## config.mk

```make
export PLATFORM = sky130hd
export DESIGN_NAME = preemptive_priority_scheduler_unit
export DESIGN_NICKNAME = d
export VERILOG_FILES = /design/src/rtl/pps_pkg.sv /design/src/rtl/pps_ctrl.sv /design/src/rtl/pps_dp.sv /design/src/rtl/preemptive_priority_scheduler_unit.sv
export VERILOG_INCLUDE_DIRS = /design/src /design/src/rtl
export SDC_FILE = /design/constraint.sdc
export NUM_CORES = 2
export LEC_CHECK = 0
export ABC_CLOCK_PERIOD_IN_PS = 15050
export BUFFER_PORTS_ARGS = -buffer_cell sky130_fd_sc_hd__buf_4
export CORE_MARGIN = 3
export CORE_UTILIZATION = 63
export CTS_CLUSTER_DIAMETER = 200
export CTS_CLUSTER_SIZE = 40
export DETAILED_ROUTE_END_ITERATION = 8
export PLACE_DENSITY = 0.81
export SYNTH_ARGS = -nofsm -noshare
export SYNTH_HDL_FRONTEND = slang
export SYNTH_SLANG_ARGS = --single-unit
```

## constraint.sdc

```tcl
create_clock -name clk -period 15.05 [get_ports clk]
set_clock_uncertainty 0.1 [all_clocks]
set_input_delay 3.01 -clock clk [delete_from_list [all_inputs] [get_ports clk]]
set_output_delay 3.01 -clock clk [all_outputs]
set_load 0.02 [all_outputs]
```

## src/rtl/preemptive_priority_scheduler_unit_macros.svh

```systemverilog
// Assertion macros shared by the scheduler modules.
`ifndef PREEMPTIVE_PRIORITY_SCHEDULER_UNIT_MACROS_SVH
`define PREEMPTIVE_PRIORITY_SCHEDULER_UNIT_MACROS_SVH

// Same-cycle implication, checked on every rising edge outside reset.
`define PPS_ASSERT_IMPLIES(lbl, ante, cons, msg) \
  lbl: assert property (@(posedge clk) disable iff (rst) (ante) |-> (cons)) \
    else $error(msg);

// Next-cycle implication, checked on every rising edge outside reset.
`define PPS_ASSERT_NEXT(lbl, ante, cons, msg) \
  lbl: assert property (@(posedge clk) disable iff (rst) (ante) |=> (cons)) \
    else $error(msg);

`endif

```

## src/rtl/pps_pkg.sv

```systemverilog
// Types and constants shared by the scheduler controller, datapath and top level.
package pps_pkg;

  localparam int MAX_TASKS = 16;
  localparam int SLOT_W    = $clog2(MAX_TASKS);
  localparam int COUNT_W   = $clog2(MAX_TASKS + 1);

  localparam logic OP_LOAD = 1'b0;
  localparam logic OP_TICK = 1'b1;

  typedef struct packed {
    logic               operation;
    logic [15:0]        burst_length;
    logic [31:0]        arrival;
    logic signed [15:0] task_priority;
  } in_t;

  typedef struct packed {
    logic [31:0]       tick_time;
    logic              idle;
    logic [SLOT_W-1:0] task_slot;
    logic              table_full;
    logic              finished;
    logic [31:0]       turnaround;
    logic [31:0]       waiting;
    logic [31:0]       response;
    logic              all_done;
  } out_t;

  typedef struct packed {
    logic [15:0]        burst;
    logic [15:0]        remaining;
    logic [31:0]        arrival;
    logic signed [15:0] task_priority;
    logic [31:0]        first_start;
  } entry_t;

  typedef struct packed {
    logic              capture;
    logic              rd_en;
    logic [SLOT_W-1:0] rd_idx;
    logic              commit_load;
    logic              commit_tick;
  } dp_cmd_t;

  typedef struct packed {
    logic out_free;
  } dp_status_t;

endpackage

```

## src/rtl/pps_ctrl.sv

```systemverilog
// Controller state machine that sequences loads, the slot scan and the tick update.
`include "preemptive_priority_scheduler_unit_macros.svh"

module pps_ctrl (
  input  logic                clk,
  input  logic                rst,
  input  logic                req_valid,
  input  logic                op,
  input  pps_pkg::dp_status_t status,
  output logic                req_stall,
  output pps_pkg::dp_cmd_t    cmd
);
  import pps_pkg::*;

  localparam logic [2:0] ST_IDLE  = 3'd0;
  localparam logic [2:0] ST_SCAN  = 3'd1;
  localparam logic [2:0] ST_DRAIN = 3'd2;
  localparam logic [2:0] ST_LOAD  = 3'd3;
  localparam logic [2:0] ST_TICK  = 3'd4;

  localparam logic [SLOT_W-1:0] LAST_IDX = SLOT_W'(MAX_TASKS - 1);

  logic [2:0]        state;
  logic [2:0]        state_next;
  logic [SLOT_W-1:0] scan_idx;
  logic [SLOT_W-1:0] scan_idx_next;

  always_comb begin
    state_next    = state;
    scan_idx_next = scan_idx;
    cmd           = '0;
    req_stall     = (state != ST_IDLE);
    unique case (state)
      ST_IDLE: begin
        if (req_valid) begin
          cmd.capture   = 1'b1;
          scan_idx_next = '0;
          state_next    = (op == OP_LOAD) ? ST_LOAD : ST_SCAN;
        end
      end
      ST_SCAN: begin
        cmd.rd_en  = 1'b1;
        cmd.rd_idx = scan_idx;
        if (scan_idx == LAST_IDX) begin
          state_next = ST_DRAIN;
        end else begin
          scan_idx_next = scan_idx + 1'b1;
        end
      end
      ST_DRAIN: begin
        state_next = ST_TICK;
      end
      ST_LOAD: begin
        if (status.out_free) begin
          cmd.commit_load = 1'b1;
          state_next      = ST_IDLE;
        end
      end
      ST_TICK: begin
        if (status.out_free) begin
          cmd.commit_tick = 1'b1;
          state_next      = ST_IDLE;
        end
      end
      default: begin
        state_next = ST_IDLE;
      end
    endcase
  end

  always_ff @(posedge clk) begin
    if (rst) begin
      state    <= ST_IDLE;
      scan_idx <= '0;
    end else begin
      state    <= state_next;
      scan_idx <= scan_idx_next;
    end
  end

  `PPS_ASSERT_NEXT(a_scan_ends, state == ST_SCAN && scan_idx == LAST_IDX, state == ST_DRAIN, "scan did not end after the last slot")
  `PPS_ASSERT_IMPLIES(a_commit_free, cmd.commit_load || cmd.commit_tick, status.out_free, "commit while the result register is blocked")
  `PPS_ASSERT_NEXT(a_commit_idle, cmd.commit_load || cmd.commit_tick, state == ST_IDLE, "controller did not return to idle after a commit")

endmodule

```

## src/rtl/pps_dp.sv

```systemverilog
// Datapath with the task table, the winner search registers, the counters and the result register.
`include "preemptive_priority_scheduler_unit_macros.svh"

module pps_dp (
  input  logic                clk,
  input  logic                rst,
  input  pps_pkg::in_t        req,
  input  pps_pkg::dp_cmd_t    cmd,
  output pps_pkg::dp_status_t status,
  output logic                rsp_valid,
  input  logic                rsp_stall,
  output pps_pkg::out_t       rsp
);
  import pps_pkg::*;

  in_t                item;
  logic [31:0]        clock_now;
  logic [31:0]        clock_now_next;
  logic [COUNT_W-1:0] task_count;
  logic [COUNT_W-1:0] task_count_next;
  logic [COUNT_W-1:0] done_count;
  logic [COUNT_W-1:0] done_count_next;
  logic [MAX_TASKS-1:0] fin_flags;

  entry_t             mem [MAX_TASKS];
  entry_t             rdata;
  logic               cmp_valid;
  logic [SLOT_W-1:0]  cmp_idx;
  logic               have;
  logic [SLOT_W-1:0]  best_idx;
  entry_t             best;

  logic               cand_ready;
  logic               cand_better;
  logic               table_full;
  logic [SLOT_W-1:0]  load_slot;
  logic               zero_burst;
  logic [15:0]        rem_new;
  logic [31:0]        fs_new;
  logic [31:0]        tat;
  logic               tick_done;
  logic               wr_en;
  logic [SLOT_W-1:0]  wr_addr;
  entry_t             wr_data;
  out_t               res;

  assign status.out_free = !rsp_valid || !rsp_stall;

  assign cand_ready = cmp_valid && !fin_flags[cmp_idx] && (rdata.arrival <= clock_now);
  assign cand_better = !have ||
                       ($signed(rdata.task_priority) > $signed(best.task_priority)) ||
                       ((rdata.task_priority == best.task_priority) &&
                        (rdata.arrival < best.arrival));

  assign table_full = (task_count >= COUNT_W'(MAX_TASKS));
  assign load_slot  = task_count[SLOT_W-1:0];
  assign zero_burst = (item.burst_length == 16'd0);

  assign rem_new   = best.remaining - 16'd1;
  assign fs_new    = (best.remaining == best.burst) ? clock_now : best.first_start;
  assign tat       = (clock_now + 32'd1) - best.arrival;
  assign tick_done = have && (rem_new == 16'd0);

  always_comb begin
    wr_en   = 1'b0;
    wr_addr = best_idx;
    wr_data = best;
    if (cmd.commit_load && !table_full) begin
      wr_en                 = 1'b1;
      wr_addr               = load_slot;
      wr_data.burst         = item.burst_length;
      wr_data.remaining     = item.burst_length;
      wr_data.arrival       = item.arrival;
      wr_data.task_priority = item.task_priority;
      wr_data.first_start   = '0;
    end else if (cmd.commit_tick && have) begin
      wr_en               = 1'b1;
      wr_data.remaining   = rem_new;
      wr_data.first_start = fs_new;
    end
  end

  always_comb begin
    task_count_next = task_count;
    done_count_next = done_count;
    clock_now_next  = clock_now;
    res             = '0;
    res.tick_time   = clock_now;
    if (cmd.commit_load) begin
      if (table_full) begin
        res.table_full = 1'b1;
      end else begin
        task_count_next = task_count + 1'b1;
        res.task_slot   = load_slot;
        if (zero_burst) begin
          done_count_next = done_count + 1'b1;
        end
      end
    end
    if (cmd.commit_tick) begin
      clock_now_next = clock_now + 32'd1;
      if (!have) begin
        res.idle = 1'b1;
      end else begin
        res.task_slot = best_idx;
        if (tick_done) begin
          done_count_next = done_count + 1'b1;
          res.finished    = 1'b1;
          res.turnaround  = tat;
          res.waiting     = tat - {16'd0, best.burst};
          res.response    = fs_new - best.arrival;
        end
      end
    end
    res.all_done = (done_count_next == task_count_next);
  end

  always_ff @(posedge clk) begin
    if (wr_en) begin
      mem[wr_addr] <= wr_data;
    end
    if (cmd.rd_en) begin
      rdata <= mem[cmd.rd_idx];
    end
    cmp_idx <= cmd.rd_idx;
    if (cmd.capture) begin
      item <= req;
    end
    if (cand_ready && cand_better) begin
      best_idx <= cmp_idx;
      best     <= rdata;
    end
    if (cmd.commit_load || cmd.commit_tick) begin
      rsp <= res;
    end
  end

  always_ff @(posedge clk) begin
    if (rst) begin
      clock_now  <= '0;
      task_count <= '0;
      done_count <= '0;
      fin_flags  <= '0;
      cmp_valid  <= 1'b0;
      have       <= 1'b0;
      rsp_valid  <= 1'b0;
    end else begin
      clock_now  <= clock_now_next;
      task_count <= task_count_next;
      done_count <= done_count_next;
      cmp_valid  <= cmd.rd_en && ({1'b0, cmd.rd_idx} < task_count);
      if (cmd.commit_load && !table_full) begin
        fin_flags[load_slot] <= zero_burst;
      end else if (cmd.commit_tick && tick_done) begin
        fin_flags[best_idx] <= 1'b1;
      end
      if (cmd.capture) begin
        have <= 1'b0;
      end else if (cand_ready && cand_better) begin
        have <= 1'b1;
      end
      if (cmd.commit_load || cmd.commit_tick) begin
        rsp_valid <= 1'b1;
      end else if (!rsp_stall) begin
        rsp_valid <= 1'b0;
      end
    end
  end

  `PPS_ASSERT_IMPLIES(a_done_le_count, 1'b1, done_count <= task_count, "more tasks done than loaded")
  `PPS_ASSERT_IMPLIES(a_flags_match, 1'b1, $countones(fin_flags) == done_count, "finished flags disagree with the done count")
  `PPS_ASSERT_NEXT(a_clock_step, cmd.commit_tick, clock_now == $past(clock_now) + 32'd1, "clock did not advance on a tick")

endmodule

```

## src/rtl/preemptive_priority_scheduler_unit.sv

```systemverilog
// Top level of the preemptive priority scheduler: controller and datapath.
//
// Channel   Direction  Handshake             Payload
// req       in         req_valid/req_stall   pps_pkg::in_t
// rsp       out        rsp_valid/rsp_stall   pps_pkg::out_t
//
// A load request writes its result register from the load state that follows acceptance.
// A tick request writes its result register from the tick state, after the scan and the drain:
// the scan reads all 16 table slots one per cycle through the single read port of the
// task table, the drain state finishes the last compare and the tick state makes the update.
// Reset clears the clock, the counters, the finished flags and the result valid.
// A request is taken only while the block is idle; a held result stalls the commit.
module preemptive_priority_scheduler_unit (
  input  logic          clk,
  input  logic          rst,
  input  logic          req_valid,
  output logic          req_stall,
  input  pps_pkg::in_t  req,
  output logic          rsp_valid,
  input  logic          rsp_stall,
  output pps_pkg::out_t rsp
);
  import pps_pkg::*;

  dp_cmd_t    cmd;
  dp_status_t status;

  pps_ctrl u_ctrl (
    .clk       (clk),
    .rst       (rst),
    .req_valid (req_valid),
    .op        (req.operation),
    .status    (status),
    .req_stall (req_stall),
    .cmd       (cmd)
  );

  pps_dp u_dp (
    .clk       (clk),
    .rst       (rst),
    .req       (req),
    .cmd       (cmd),
    .status    (status),
    .rsp_valid (rsp_valid),
    .rsp_stall (rsp_stall),
    .rsp       (rsp)
  );

endmodule

```

==> results.yml <==
synth:
  syn-num-nets: 7253
  synth-main-ff-cell: "edfxtp_1"
  ys_types: 84
  synth_edf_count: 2220
  syn_inst: 7011
  ys_ff_latch: 2292
  ys_warn_count: 0
  ys_async_sr_fraction_pct: 0
  avgSynthCellArea_um2: 13.6
  yosysSeqAreaShare_pct: 71.2
  syn_area_um2: 95600
route:
  route.detailed.drc: 0
  drt-total-wl_um: 244000
  antenna_left: 0
  drtIter0Drc: 9081
  routed_via_density: 6.73
  firstDrtPassIters: 8
  wire_per_inst_um: 27.0
  num_vias: 60600
sta:
  rsz0062_at_grt: "false"
  final_max_slew_viol_count: 0
  period_minus_slack_ns: 7.42
  worst-slew-pin-transition_ns: 1.37
  hold_ws_ns: 0.321
  tns_ns: 0
  slew_headroom_pct: 7.43
  fmax_mhz: 135
  finalCritPeriodShare_pct: 49.3
  finalSetupViolCount: 0
  fin_ws_ns: 7.63
  hold_viol: 0
status:
  status: "completed"
global_route:
  grt_pass1_wl_um: 357000
  grtUsageTotal_pct: 30.3
  grt_max_degree: 235
  overflow: 0
  first_global_vias: 57200
  antenna_found_initial: 5
cts:
  holdBufCountCts: 0
  cts.repair.resized: 0
  post_cts_buffers: 0
  cts_root_buf: "clkbuf_16"
  insertion_delay_ns: 0.73
  clock_tree.buffer_depth: 3
  clkTransAtPathRegs_ns: 0.14
  cts_buffers: 67
  htree_levels: 3
  cts_tree: "built"
  clock-sinks: 2292
die:
  die_area_um2: 157000
  pin_count: 207
  die_y_um: 396
  num_rows: 142
  die_w_um: 396
  coreArea_um2: 150000
  initial_utilization_pct: 63.6
layout:
  final_cell_mix: "2220 x edfxtp_1, 1341 x nand2_1, 338 x a311oi_1"
  final_cell_area_um2: 101000
  drive_above_1_share_pct: 6.43
  final_common_cell: "edfxtp_1"
  areaGrowthSynthToFinish_pct: 5.71
  nets: 7225
  final_core_util_pct: 67.3
hold_path:
  hp-class: "reg2reg"
  min-delay-start: "u_dp.rdata[100]"
run:
  max_cap_violations: 0
placed_design:
  pre_cts_slack_ns: 6.94
  port-buffer-count: 206
  place_congestion: 0.915
  dp_hpwl_um: 138000
  place_area_um2: 99300
setup_path:
  cp.arrival_ns: 7.68
  required_ns: 15.31
  critPathLaunchType: "input pin"
  cp_top_family: "buffers and inverters"
  cp-end-kind: "flip-flop"
  max_stage_delay_ns: 0.89
  path_common_cell: "buf_4"
  setup.worst_path.start: "rsp_stall"
  r2r-start: "u_dp.clock_now[0]"
  slowest_stage: "buf_4"
  path_cells: "buf_4 > nand2_1 > and3_1 > nand2_1 > buf_4 > mux2i_1 > nand2_1 > nor2_4 > buf_4 > buf_4"
  worst-path-buf-inv: 4
  critPathMaxFanout: 48
  crit_type: "in2reg"
pwr:
  p_leak_nw: 32.9
  p_per_area_nw_per_um2: 104
  irDropWorstVdd_mv: 0.0809
-- registers in the layout, summed over array words and instances (netlist names) --
register	flops
u_dp.cmp_idx	4
u_dp.best_idx	4
u_dp.rsp	136
u_dp.fin_flags	16
u_dp.rsp_valid	1
u_dp.have	1
u_dp.done_count	5
u_dp.item	64
u_dp.task_count	5
u_dp.clock_now	32
u_ctrl.scan_idx	4
u_dp.mem	1792
u_dp.rdata	112
u_ctrl.state	3
u_dp.best	112
u_dp.cmp_valid	1
-- kinds of logic (layout without fill, tap and decap cells) --
| kind of cell | Yosys count | count (layout) | synth area share, % |
|---|---|---|---|
| other | 0 | 2 | 0 |
| xor gates and xnor gates | 153 | 153 | 1.42 |
| and+or+nand+nor | 2299 | 2299 | 10.7 |
| adders and majority gates | 173 | 173 | 2.29 |
| muxes | 238 | 238 | 2.56 |
| DFF | 2292 | 2292 | 71.2 |
| AOI/OAI and AO/OA | 1307 | 1307 | 9.64 |
| buffers and inverters | 549 | 538 | 2.18 |
-- through the flow --
step	power, mW	instances
after floorplan	7.80	7011
after detailed placement	8.07	8927
after CTS	10.5	9013
final	10.5	9018
after global routing	10.8	9016
after global placement	8.04	8927
-- final timing paths --
check,to,slack (ns),cells after the start
worst max register to register,u_dp.rsp[64],8.92,19
worst min register to register,u_dp.best[100],0.32,0
worst max-delay path,u_dp.mem[6][74],7.63,10
worst min-delay path,u_dp.best[100],0.32,0
-- power breakdown --
part | switching, mW | internal, mW
Clock | 1.72 | 0.840
Sequential | 0.0891 | 7.11
Combinational | 0.506 | 0.232
-- cell usage after synthesis (all sizes together), types with 132 or more instances --
master  number  share of area [%]
nand3      277                1.5
a311oi     338                3.1
nand2     1343                5.3
nor2       198               0.79
nor2b      253                1.7
ha         170                2.2
inv        132               0.52
mux2i      232                2.4
a21oi      229                1.2
o21ai      161               0.84
a211oi     242                1.9
edfxtp    2220                 70
clkbuf     382                1.5
-- final cells by class --
| cell class | instances | area, µm² |
|---|---|---|
| fillers | 10000 | 49200 |
| multi-input cells | 4170 | 25600 |
| inverters | 133 | 517 |
| diodes | 2 | 5.00 |
| clock buffers | 82 | 1730 |
| repair buffers | 319 | 2540 |
| well taps | 2016 | 2520 |
| flip-flops and latches | 2292 | 68100 |
| clock inverters | 4 | 56.3 |
-- routing by layer --
| layer | up-vias | track usage (%) | part of all wire (%) |
|---|---|---|---|
| met5 | - | 0 | 0.018 |
| met4 | 6 | 13.3 | 4.5 |
| met3 | 607 | 5.55 | 12 |
| met2 | 4087 | 47.4 | 46 |
| met1 | 29700 | 42.3 | 37 |
| li1 | 26300 | - | - |
Power figures use the tool's default switching activity.
